$ cat config.mk
export PLATFORM = sky130hd
export DESIGN_NAME = sorted_expiry_timer_queue
export DESIGN_NICKNAME = d
export VERILOG_FILES = /design/src/stq_pkg.sv /design/src/sorted_expiry_timer_queue.sv /design/src/stq_datapath.sv /design/src/stq_ctrl.sv
export VERILOG_INCLUDE_DIRS = /design/src /design/src/src
export SDC_FILE = /design/constraint.sdc
export NUM_CORES = 2
export LEC_CHECK = 0
export BUFFER_PORTS_ARGS = -buffer_cell sky130_fd_sc_hd__buf_2
export CAP_MARGIN = 20
export CORE_ASPECT_RATIO = 1.1
export CORE_MARGIN = 5
export CORE_UTILIZATION = 45
export CTS_CLUSTER_SIZE = 25
export DETAILED_ROUTE_END_ITERATION = 16
export HOLD_SLACK_MARGIN = 0.06
export PLACE_DENSITY_LB_ADDON = 0.25
export RECOVER_POWER = 50
export SYNTH_ARGS = -nofsm -noshare
export SYNTH_HDL_FRONTEND = slang
export SYNTH_SLANG_ARGS = --single-unit
$ cat constraint.sdc
create_clock -name clk_i -period 21.8 [get_ports clk_i]
set_input_delay 0 -clock clk_i [delete_from_list [all_inputs] [get_ports clk_i]]
set_output_delay 0 -clock clk_i [all_outputs]
set_load 0.02 [all_outputs]
$ cat src/sorted_expiry_timer_queue_assert.svh
// Assertion macros for the timer queue.
`ifndef SORTED_EXPIRY_TIMER_QUEUE_ASSERT_SVH
`define SORTED_EXPIRY_TIMER_QUEUE_ASSERT_SVH
`ifndef SYNTHESIS
`define STQ_ASSERT_IMPL(label, ante, cons, msg) \
  label: assert property (@(posedge clk_i) disable iff (!rst_ni) (ante) |-> (cons)) \
    else $error(msg);
`define STQ_ASSERT_NEXT(label, ante, cons, msg) \
  label: assert property (@(posedge clk_i) disable iff (!rst_ni) (ante) |=> (cons)) \
    else $error(msg);
`else
`define STQ_ASSERT_IMPL(label, ante, cons, msg)
`define STQ_ASSERT_NEXT(label, ante, cons, msg)
`endif
`endif

$ cat src/stq_pkg.sv
`timescale 1ns / 1ps
`default_nettype none
package stq_pkg;
  localparam logic [2:0] CmdAdd    = 3'd0;
  localparam logic [2:0] CmdSet    = 3'd1;
  localparam logic [2:0] CmdCancel = 3'd2;
  localparam logic [2:0] CmdRemove = 3'd3;
  localparam logic [2:0] CmdQuery  = 3'd4;
  localparam logic [2:0] CmdFire   = 3'd5;

  localparam logic [1:0] StOk      = 2'd0;
  localparam logic [1:0] StNoSlot  = 2'd1;
  localparam logic [1:0] StBadSlot = 2'd2;

  // Datapath operations issued by the controller.
  typedef enum logic [3:0] {
    OpNone   = 4'd0,
    OpLatch  = 4'd1,  // capture the command word
    OpScan   = 4'd2,  // one step of a walk over the sorted list
    OpShift  = 4'd3,  // one step of a list shift
    OpPlace  = 4'd4,  // write the new entry
    OpFinish = 4'd5   // emit the result word
  } dp_op_e;

  typedef struct packed {
    dp_op_e op;
    logic   fire_emit;   // emit a fired word at the head
    logic   last;
  } dp_cmd_t;

  typedef struct packed {
    logic scan_done;
    logic shift_done;
    logic found;
    logic head_expired;
  } dp_stat_t;
endpackage
`default_nettype wire

$ cat src/sorted_expiry_timer_queue.sv
`timescale 1ns / 1ps
`default_nettype none
// Channel   Ports                                        Handshake
// command   cmd_i timer_id_i delay_ms_i now_ms_i         start_i && !busy_o
// result    status_o slot_id_o timeout_ms_o queue_empty_o strobe_o, one cycle
//                fired_o last_o
// After the accept, add, query, unused codes, fire with no expired head, bad
// slots and cancel or remove of an unarmed slot report straight from decode;
// cancel or remove of an armed timer walks to its entry and closes the gap;
// set of an unarmed slot walks to the insertion point, opens a gap, places;
// set of an armed one does both. Fire disarms and reports each expired head.
// Reset clears the allocation and active flags and the count at once.
// The receiver cannot stall; busy_o falls by the cycle after the last word.
`include "sorted_expiry_timer_queue_assert.svh"
module sorted_expiry_timer_queue import stq_pkg::*; #(
  parameter int unsigned TIMER_SLOTS = 16,
  parameter int unsigned TIME_BITS   = 48
) (
  input  wire logic        clk_i,
  input  wire logic        rst_ni,
  input  wire logic        start_i,
  output logic             busy_o,
  input  wire logic [2:0]  cmd_i,
  input  wire logic [3:0]  timer_id_i,
  input  wire logic [31:0] delay_ms_i,
  input  wire logic [47:0] now_ms_i,
  output logic             strobe_o,
  output logic [1:0]       status_o,
  output logic [3:0]       slot_id_o,
  output logic [31:0]      timeout_ms_o,
  output logic             queue_empty_o,
  output logic             fired_o,
  output logic             last_o
);
  dp_cmd_t    ctl;
  dp_stat_t   stat;
  logic [2:0] cmd_q;
  logic       valid, active;

  stq_ctrl u_ctrl (
    .clk_i, .rst_ni, .start_i, .busy_o,
    .cmd_i(cmd_q), .valid_i(valid), .active_i(active),
    .stat_i(stat), .ctl_o(ctl)
  );

  stq_datapath #(.Slots(TIMER_SLOTS), .TimeBits(TIME_BITS)) u_dp (
    .clk_i, .rst_ni, .ctl_i(ctl), .stat_o(stat),
    .cmd_i, .timer_id_i, .delay_ms_i, .now_ms_i,
    .cmd_o(cmd_q), .valid_o(valid), .active_o(active),
    .strobe_o, .status_o, .slot_id_o, .timeout_ms_o,
    .queue_empty_o, .fired_o, .last_o
  );

  `STQ_ASSERT_NEXT(a_accept_busy, start_i && !busy_o, busy_o, "accept did not raise busy")
  `STQ_ASSERT_IMPL(a_last_strobe, last_o && strobe_o, !fired_o || status_o == StOk, "bad last")
  `STQ_ASSERT_IMPL(a_fire_ok, strobe_o && fired_o, status_o == StOk, "fired with error")
endmodule
`default_nettype wire

$ cat src/stq_datapath.sv
`timescale 1ns / 1ps
`default_nettype none
module stq_datapath import stq_pkg::*; #(
  parameter int unsigned Slots    = 16,
  parameter int unsigned TimeBits = 48
) (
  input  wire logic        clk_i,
  input  wire logic        rst_ni,
  input  wire dp_cmd_t     ctl_i,
  output dp_stat_t         stat_o,
  input  wire logic [2:0]  cmd_i,
  input  wire logic [3:0]  timer_id_i,
  input  wire logic [31:0] delay_ms_i,
  input  wire logic [47:0] now_ms_i,
  output logic [2:0]       cmd_o,
  output logic             valid_o,
  output logic             active_o,
  output logic             strobe_o,
  output logic [1:0]       status_o,
  output logic [3:0]       slot_id_o,
  output logic [31:0]      timeout_ms_o,
  output logic             queue_empty_o,
  output logic             fired_o,
  output logic             last_o
);
  localparam int unsigned IW = (Slots > 1) ? $clog2(Slots) : 1;
  localparam int unsigned CW = $clog2(Slots + 1);
  localparam int unsigned EW = TimeBits + 1;

  logic [Slots-1:0] alloc_q, active_q;
  logic [EW-1:0]    exp_q [Slots];
  logic [IW-1:0]    ord_q [Slots];
  logic [CW-1:0]    cnt_q;

  logic [2:0]       cmd_q;
  logic [IW-1:0]    id_q;
  logic             idok_q;
  logic [EW-1:0]    newexp_q;
  logic [TimeBits-1:0] now_q;
  logic [CW-1:0]    pos_q;
  logic             found_q;
  logic [CW-1:0]    tail_q;

  // Decode of the captured word.
  logic [EW-1:0] head_exp;
  logic [CW-1:0] cnt_m1;
  logic [IW-1:0] free_idx;
  logic          free_any;
  logic [IW-1:0] pos_i;
  assign pos_i    = pos_q[IW-1:0];
  assign head_exp = exp_q[ord_q[0]];
  assign cnt_m1   = cnt_q - CW'(1);

  // Lowest free slot.
  always_comb begin
    free_idx = '0;
    free_any = 1'b0;
    for (int i = Slots - 1; i >= 0; i--) begin
      if (!alloc_q[i]) begin
        free_idx = IW'(i);
        free_any = 1'b1;
      end
    end
  end

  assign cmd_o    = cmd_q;
  assign valid_o  = idok_q && alloc_q[id_q];
  assign active_o = active_q[id_q];

  // Scan ends at the slot (disarm) or at the insertion point (arm).
  logic [EW-1:0] pos_exp;
  assign pos_exp = exp_q[ord_q[pos_i]];
  assign stat_o.scan_done = (pos_q >= cnt_q) ||
                            (found_q ? (newexp_q <= pos_exp) : (ord_q[pos_i] == id_q));
  assign stat_o.found        = (pos_q < cnt_q) && !found_q && (ord_q[pos_i] == id_q);
  assign stat_o.shift_done   = found_q ? (pos_q >= cnt_q) : (pos_q + CW'(1) >= cnt_q);
  assign stat_o.head_expired = (cnt_q != '0) && (head_exp <= EW'(now_q));

  // State and list updates, one entry per step.
  always_ff @(posedge clk_i or negedge rst_ni) begin
    if (!rst_ni) begin
      alloc_q  <= '0;
      active_q <= '0;
      cnt_q    <= '0;
      strobe_o <= 1'b0;
      found_q  <= 1'b0;
      pos_q    <= '0;
    end else begin
      strobe_o <= 1'b0;
      case (ctl_i.op)
        OpLatch: begin
          cmd_q    <= cmd_i;
          id_q     <= IW'(timer_id_i);
          idok_q   <= 32'(timer_id_i) < Slots;
          now_q    <= TimeBits'(now_ms_i);
          newexp_q <= EW'(TimeBits'(now_ms_i)) + EW'(delay_ms_i);
          pos_q    <= '0;
          found_q  <= 1'b0;
        end
        OpScan: begin
          // A fire step stays at the head; otherwise walk one entry.
          if (!stat_o.scan_done && !ctl_i.fire_emit) pos_q <= pos_q + CW'(1);
        end
        OpShift: begin
          if (!found_q) begin
            // Close the gap at pos.
            if (pos_q + CW'(1) < cnt_q) begin
              ord_q[pos_i] <= ord_q[IW'(pos_q + CW'(1))];
              pos_q <= pos_q + CW'(1);
            end else begin
              cnt_q <= cnt_m1;
              active_q[id_q] <= 1'b0;
              pos_q <= '0;
              if (ctl_i.fire_emit) begin
                strobe_o     <= 1'b1;
                status_o     <= StOk;
                slot_id_o    <= 4'(id_q);
                timeout_ms_o <= '0;
                queue_empty_o <= (cnt_m1 == '0);
                fired_o      <= 1'b1;
                last_o       <= ctl_i.last || (cnt_m1 == '0);
              end
            end
          end else begin
            // Open a gap at the insertion point, from the tail down.
            if (cnt_q > pos_q) begin
              ord_q[cnt_q[IW-1:0]] <= ord_q[IW'(cnt_q - CW'(1))];
              cnt_q <= cnt_m1;
            end
          end
        end
        OpPlace: begin
          if (found_q) begin
            // cnt_q was walked down to pos; restore and insert.
            ord_q[pos_i] <= id_q;
            exp_q[id_q]  <= newexp_q;
            active_q[id_q] <= 1'b1;
            cnt_q <= tail_q + CW'(1);
          end else begin
            // Switch to arm mode; remember the count before the insert.
            found_q <= 1'b1;
            pos_q   <= '0;
            tail_q  <= cnt_q;
          end
        end
        OpFinish: begin
          strobe_o      <= 1'b1;
          status_o      <= StOk;
          slot_id_o     <= '0;
          timeout_ms_o  <= '0;
          fired_o       <= 1'b0;
          last_o        <= 1'b1;
          queue_empty_o <= (cnt_q == '0);
          case (cmd_q)
            CmdAdd: begin
              if (free_any) begin
                alloc_q[free_idx]  <= 1'b1;
                active_q[free_idx] <= 1'b0;
                slot_id_o <= 4'(free_idx);
              end else begin
                status_o <= StNoSlot;
              end
            end
            CmdSet, CmdCancel: begin
              if (!valid_o) status_o <= StBadSlot;
            end
            CmdRemove: begin
              if (valid_o) alloc_q[id_q] <= 1'b0;
              else status_o <= StBadSlot;
            end
            CmdQuery: begin
              if (cnt_q == '0) timeout_ms_o <= '1;
              else if (head_exp <= EW'(now_q)) timeout_ms_o <= '0;
              else if ((head_exp - EW'(now_q)) > EW'(33'hFFFF_FFFF)) timeout_ms_o <= '1;
              else timeout_ms_o <= 32'(head_exp - EW'(now_q));
            end
            default: begin
            end
          endcase
        end
        default: begin
        end
      endcase
      // Fire selects the head as the slot to disarm.
      if (ctl_i.op == OpScan && ctl_i.fire_emit) id_q <= ord_q[0];
    end
  end
endmodule
`default_nettype wire

$ cat src/stq_ctrl.sv
`timescale 1ns / 1ps
`default_nettype none
module stq_ctrl import stq_pkg::*; (
  input  wire logic        clk_i,
  input  wire logic        rst_ni,
  input  wire logic        start_i,
  output logic             busy_o,
  input  wire logic [2:0]  cmd_i,
  input  wire logic        valid_i,
  input  wire logic        active_i,
  input  wire dp_stat_t    stat_i,
  output dp_cmd_t          ctl_o
);
  typedef enum logic [6:0] {
    SIdle   = 7'b0000001,
    SDecode = 7'b0000010,
    SScan   = 7'b0000100,
    SDel    = 7'b0001000,
    SArmGo  = 7'b0010000,
    SArm    = 7'b0100000,
    SOpen   = 7'b1000000
  } state_e;

  state_e state_q, state_d;
  logic   fire_q, fire_d, any_q, any_d;

  assign busy_o = (state_q != SIdle);

  // Sequencer: decode, walk to the entry, close the gap, walk to the
  // insertion point, open a gap, place, then report; fire repeats the disarm.
  always_comb begin
    state_d = state_q;
    fire_d  = fire_q;
    any_d   = any_q;
    ctl_o   = '{op: OpNone, fire_emit: 1'b0, last: 1'b0};
    case (state_q)
      SIdle: begin
        if (start_i) begin
          ctl_o.op = OpLatch;
          fire_d   = 1'b0;
          state_d  = SDecode;
        end
      end
      SDecode: begin
        fire_d = (cmd_i == CmdFire);
        any_d  = 1'b0;
        if (cmd_i == CmdFire) begin
          if (stat_i.head_expired) begin
            ctl_o.op = OpScan;
            ctl_o.fire_emit = 1'b1;
            state_d = SDel;
          end else if (fire_q) begin
            // The last fired word already closed this command.
            state_d = SIdle;
          end else begin
            ctl_o.op = OpFinish;
            state_d  = SIdle;
          end
        end else if (valid_i && active_i &&
                     (cmd_i == CmdSet || cmd_i == CmdCancel || cmd_i == CmdRemove)) begin
          state_d = SScan;
        end else if (valid_i && cmd_i == CmdSet) begin
          ctl_o.op = OpPlace;
          any_d    = 1'b1;
          state_d  = SArm;
        end else begin
          ctl_o.op = OpFinish;
          state_d  = SIdle;
        end
      end
      SScan: begin
        ctl_o.op = OpScan;
        if (stat_i.scan_done) state_d = SDel;
      end
      SDel: begin
        ctl_o.op = OpShift;
        ctl_o.fire_emit = fire_q;
        ctl_o.last = !stat_i.head_expired;
        if (stat_i.shift_done) begin
          if (fire_q) begin
            state_d = SDecode;
          end else if (cmd_i == CmdSet) begin
            state_d = SArmGo;
          end else begin
            state_d = SArmGo;
          end
        end
      end
      SArmGo: begin
        if (cmd_i == CmdSet && !any_q) begin
          ctl_o.op = OpPlace;
          any_d = 1'b1;
          state_d = SArm;
        end else begin
          ctl_o.op = OpFinish;
          state_d = SIdle;
        end
      end
      SArm: begin
        ctl_o.op = OpScan;
        if (stat_i.scan_done) state_d = SOpen;
      end
      SOpen: begin
        ctl_o.op = OpShift;
        if (stat_i.shift_done) begin
          ctl_o.op = OpPlace;
          state_d  = SArmGo;
        end
      end
      default: state_d = SIdle;
    endcase
  end

  always_ff @(posedge clk_i or negedge rst_ni) begin
    if (!rst_ni) begin
      state_q <= SIdle;
      fire_q  <= 1'b0;
      any_q   <= 1'b0;
    end else begin
      state_q <= state_d;
      fire_q  <= fire_d;
      any_q   <= any_d;
    end
  end
endmodule
`default_nettype wire
=== Yosys cells after proc, flatten, opt, wreduce, memory -nomap -nowiden ===
Memory sizes are Yosys's and may differ from the RTL's.
Cells that the tools add are included.

* Register bits: 203
* Memory bits (writable): 848
* Input bits: 90
* Output and inout bits: 43
* Word-level logic and storage cells: 279
* Memories kept: 2

{| class="wikitable"
|+ Memory list
! memory !! depth !! width !! rd ports !! clocked after memory_dff !! wr ports !! RTL line !! text
|-
| u_dp.exp_q || 16 || 49 || 2 || 0 || 1 || stq_datapath.sv:31 || <nowiki>logic [EW-1:0] exp_q [Slots];</nowiki>
|-
| u_dp.ord_q || 16 || 4 || 4 || 0 || 1 || stq_datapath.sv:32 || <nowiki>logic [IW-1:0] ord_q [Slots];</nowiki>
|}

* Add/sub/neg operators: 5
* $lt $le $gt $ge: 11
* Equal/unequal tests: 37
* Muxes and demuxes: 148
* Bitwise gates (word level): 9
* Reductions and logical operators: 47

{| class="wikitable"
|+ Operators with widths
! cell !! count
|-
| $mux W32 || 7
|-
| $mux W4 || 30
|-
| $mux W16 || 7
|-
| $pmux W32 S2 || 1
|-
| $mux W1 || 58
|-
| $add A48 B32 Y49 || 1
|-
| $gt A49 B32 Y1 const B || 1
|-
| $le A49 B48 Y1 || 1
|-
| $le A49 B49 Y1 || 1
|-
| $pmux W7 S7 || 1
|-
| $sub A49 B48 Y49 || 1
|-
| $and A16 B16 Y16 || 3
|-
| $pmux W16 S3 || 1
|-
| $mux W5 || 9
|-
| $mux W7 || 6
|-
| $not A16 Y16 || 2
|-
| $or A16 B16 Y16 || 2
|-
| $pmux W16 S2 || 1
|-
| $pmux W4 S6 || 1
|-
| $pmux W5 S4 || 1
|-
| $mux W6 || 3
|-
| $ne A2 B1 Y1 const B || 9
|-
| $pmux W1 S2 || 8
|-
| $ne A2 B2 Y1 const B || 7
|-
| 50 further kinds || 95
|}

=== Depth between registers and ports, before layout ===
* Depth after elaboration: 25
* Depth in mapped cells: 23
* Mapped depth without buffers: 20

=== By module ===
A second synthesis with hierarchy kept.

* Cell total of the unflattened synthesis: 3,344
* Area, all modules: 54,377.2 µm²

{| class="wikitable"
|+ Modules (own cells, without submodules)
! module !! instances !! cells an instance !! area each (µm²) !! sequential area each (µm²)
|-
| stq_datapath || 1 || 3,258 || 53,626.4 || 31,069.8
|-
| stq_ctrl || 1 || 86 || 750.7 || 226.5
|}

=== Least setup slack after synthesis ===
No wires, ideal clock.

* Kind: register to register
* Start point: mem u_dp.ord_q[0][0] (netlist bit)
* End point: mem u_dp.exp_q[11][0] (netlist bit) (enable)
* Library setup time: 0.456 ns
* Arrival: 7.253 ns
* Data required time: 21.344 ns
* Slack: 14.091 ns
* Cell stages (with the launch flop): 20
* Buffers on the path: 6
* Clock period less this slack: 7.709 ns
* Cells stage by stage: edfxtp_1 > clkbuf_1 > clkbuf_1 > buf_1 > mux4_2 > mux4_2 > ha_1 > clkbuf_1 > a21oi_1 > o21ai_0 > a221oi_1 > o21ai_0 > a2111oi_4 > nand2_2 > o21ai_4 > or2_2 > nand4_1 > buf_2 > buf_2 > nor2_1

{| class="wikitable"
|+ RTL lines
! item !! RTL line
|-
| start: declaration || stq_datapath.sv:32
|-
| end: declaration || stq_datapath.sv:31
|}

==> flow_metrics.py <==
metrics = {
    "logic_synthesis": {
        "async_flop_share": 0.0504,
        "syn-cell-area_um2": 55600,
        "synth_seq_cells": 1051,
        "yosysSeqAreaShare": 0.563,
        "synthCells": 3997,
        "synthXorXnorAreaFrac": 0.0145,
        "synth_edf_count": 998,
        "synth-compound-area-share": 0.130,
        "syn_area_per_cell_um2": 13.9,
        "synth.net_count": 4232,
        "synth_cell_types": 85,
        "ys.flop_type": "edfxtp_1",
        "synth_simple_gate_area_frac": 0.0689,
        "synthMuxAreaShare": 0.164,
        "synth_top_family_by_area": "multiplexers",
        "synthAdderAreaFrac": 0.0329,
        "ys.warnings.count": 0,
    },
    "finish": {
        "layout-drive-gt1-share": 0.155,
        "layout_commonest_cell": "edfxtp_1",
        "area_delta_synth_final_pct": 13.7,
        "final_cell_mix": "edfxtp_1 (998), a211oi_1 (360), mux4_2 (303)",
        "nNetsFinal": 4435,
        "final_area_um2": 63200,
    },
    "sta": {
        "whs_ns": 0.147,
        "fin_tns_setup_ns": 0,
        "fmax_ghz": 0.109,
        "rsz0062_at_grt": "false",
        "fin_ws_ns": 12.66,
        "fin_skew_ns": 0.0299,
        "max_slew_margin": -1.66,
        "worstMarginPinSlew_ns": 3.99,
        "period_share": 0.419,
        "setup_viol": 0,
        "finalMaxSlewViolations": 191,
        "fin_crit_ns": 9.14,
        "hold_violations": 0,
    },
    "pwr": {
        "total_power_uw": 5880,
        "power.density_nw_per_um2": 93.1,
        "peakVddDrop_uv": 62.8,
        "leakage_uw": 0.0214,
    },
    "grt": {
        "grt_first_pass_wirelength_um": 235000,
        "grt.total_usage": 0.237,
        "grt_remaining_overflow": 0,
        "grt_pass1_vias": 36300,
        "grt_max_degree": 170,
        "antenna_found_initial": 4,
    },
    "clock_tree": {
        "cts_tree": "yes",
        "cts_root_buffer": "clkbuf_16",
        "cts_buffers": 111,
        "clk_pin_slew_ns": 0.06,
        "clkLatencyLatePin_ns": 0.74,
        "cts.sinks": 1051,
        "htreeDepth": 3,
        "cts_buffer_depth": 3,
    },
    "die": {
        "die_h_um": 379,
        "rows": 135,
        "die_x_um": 345,
        "dieArea_um2": 131000,
        "pin_count": 133,
        "core_um2": 123000,
        "initial_core_util": 0.452,
    },
    "critical_path": {
        "ff2ff_path_depth": 19,
        "arrival_ns": 9.51,
        "end_kind": "flip-flop",
        "required_ns": 22.16,
        "startpoint_type": "flip-flop",
        "worstPathMaxFanout": 41,
        "critical_path_class": "flip-flop to flip-flop",
    },
    "place": {
        "gp_routability_congestion": 0.922,
        "dp_hpwl_um": 96500,
        "portBuffers": 132,
        "dp_slack_ns": 12.17,
        "post_dp_cell_area_um2": 58100,
    },
    "worst_hold_path": {
        "holdPathStages": 3,
        "hp-class": "input port to flip-flop",
    },
    "detailed_routing": {
        "wl_per_cell_um": 26.7,
        "routed_wirelength_um": 159000,
        "drc": 0,
        "avgViaCountPerCell": 6.23,
        "vias": 37000,
        "drtIter0Drc": 3874,
        "ant_nets": 0,
        "dr.pass1.iters": 5,
    },
    "run_status": {
        "status": "finished, violations left",
        "violations": "max-capacitance violations, max-slew violations",
    },
    "job": {
        "drv_cap": 5,
    },
}
[where the power goes]
group	leakage, µW	internal, µW	switching (µW)
sequential	0.00971	2310	84.7
combinational	0.00991	644	976
clock	0.00175	1050	815
[critical path, stage by stage, from the launching register on]
cell,delay (ns)
edfxtp_1,0.35
buf_4,0.68
buf_4,0.75
buf_4,0.73
mux4_2,0.59
mux4_2,0.48
ha_1,0.41
nand4_1,0.21
nor3_1,0.59
o311a_1,0.31
or2_2,0.15
a31oi_1,0.25
a211oi_1,0.48
o21ai_4,0.18
o21ai_0,0.33
nand4_1,0.43
buf_4,0.44
nor2_4,0.16
buf_4,0.48
buf_4,0.61
[final cells by class]
class                   count  area [µm²]
fillers                 10400       59800
flip-flops and latches   1051       31300
multi-input cells        2561       23000
repair buffers            368        2880
clock buffers             127        2870
well taps                1644        2060
clock inverters            80         729
inverters                 107         402
diodes                      1        2.50
[flip-flops by register name, summed over array words and instances, names as in the netlist, 4 cells and up]
name / flops
u_dp.alloc_q: 16
u_dp.cnt_q: 5
u_dp.newexp_q: 49
u_dp.slot_id_o: 4
u_dp.tail_q: 5
u_dp.active_q: 16
u_dp.ord_q: 64
u_dp.timeout_ms_o: 32
u_dp.pos_q: 5
u_dp.exp_q: 784
u_dp.id_q: 4
u_ctrl.state_q: 7
u_dp.now_q: 48
[metal layers]
| layer | vias to the layer above | part of all wire | track usage |
|---|---|---|---|
| met2 | 1497 | 0.47 | 0.380 |
| met1 | 18800 | 0.43 | 0.337 |
| met4 | 4 | 0.023 | 0.0623 |
| met5 | - | 0.00018 | 0 |
| met3 | 239 | 0.078 | 0.0440 |
| li1 | 16500 | - | - |
[final timing paths]
| path | from | to | slack (ns) |
|---|---|---|---|
| max reg2reg | u_dp.ord_q[0][0]$_DFFE_PP_ | u_dp.exp_q[10][13]$_DFFE_PP_ | 12.66 |
| min reg2reg | u_dp.cnt_q[4]$_DFFE_PN0P_ | u_dp.tail_q[4]$_DFFE_PP_ | 0.51 |
| max in group asynchronous | rst_ni | u_dp.active_q[13]$_DFFE_PN0P_ | 18.72 |
| min in group asynchronous | rst_ni | u_dp.cnt_q[2]$_DFFE_PN0P_ | 1.24 |
| min | timer_id_i[2] | u_dp.id_q[2]$_DFFE_PP_ | 0.15 |
| max | u_dp.ord_q[0][0]$_DFFE_PP_ | u_dp.exp_q[10][13]$_DFFE_PP_ | 12.66 |
[cell families after synthesis]
| family | count (synthesis) |
|---|---|
| AO/OA/AOI/OAI | 1072 |
| adder cells (fa/ha/maj) | 145 |
| XOR/XNOR | 92 |
| multiplexers | 528 |
| buffers and inverters | 385 |
| flip-flops | 1051 |
| AND/OR/NAND/NOR | 724 |
[through the flow]
stage | utilization | cells
2_1_floorplan | - | 3997
3_3_place_gp | 0.472 | 5571
3_5_place_dp | 0.473 | 5575
4_1_cts | 0.514 | 5932
5_1_grt | 0.514 | 5938
6_report | 0.514 | 5939
[what timing repair did]
action / in CTS / in global routing
hold buffers: 150 / 0
endpoints found under the hold margin: 203 / 0
resized for setup: 0 / 0
setup buffers: 0 / 0
[cell usage after synthesis, types with 34 or more instances]
| cell type | number | share of area |
|---|---|---|
| nor3_1 | 37 | 0.0033 |
| ha_1 | 143 | 0.032 |
| a21oi_1 | 271 | 0.024 |
| nor2_1 | 131 | 0.0088 |
| a211oi_1 | 360 | 0.049 |
| a31oi_1 | 57 | 0.0064 |
| a21o_1 | 94 | 0.013 |
| nand4_1 | 44 | 0.0049 |
| mux2i_1 | 213 | 0.038 |
| nand2_1 | 127 | 0.0086 |
| inv_1 | 106 | 0.0072 |
| mux4_2 | 305 | 0.12 |
| buf_1 | 46 | 0.0031 |
| nand3_1 | 52 | 0.0047 |
| dfrtp_1 | 52 | 0.023 |
| clkbuf_1 | 206 | 0.014 |
| xnor2_1 | 58 | 0.0091 |
| xor2_1 | 34 | 0.0054 |
| edfxtp_1 | 998 | 0.54 |
| nor2b_1 | 221 | 0.025 |
| o21ai_0 | 135 | 0.012 |
No activity file was read; power rests on OpenSTA's default activity.
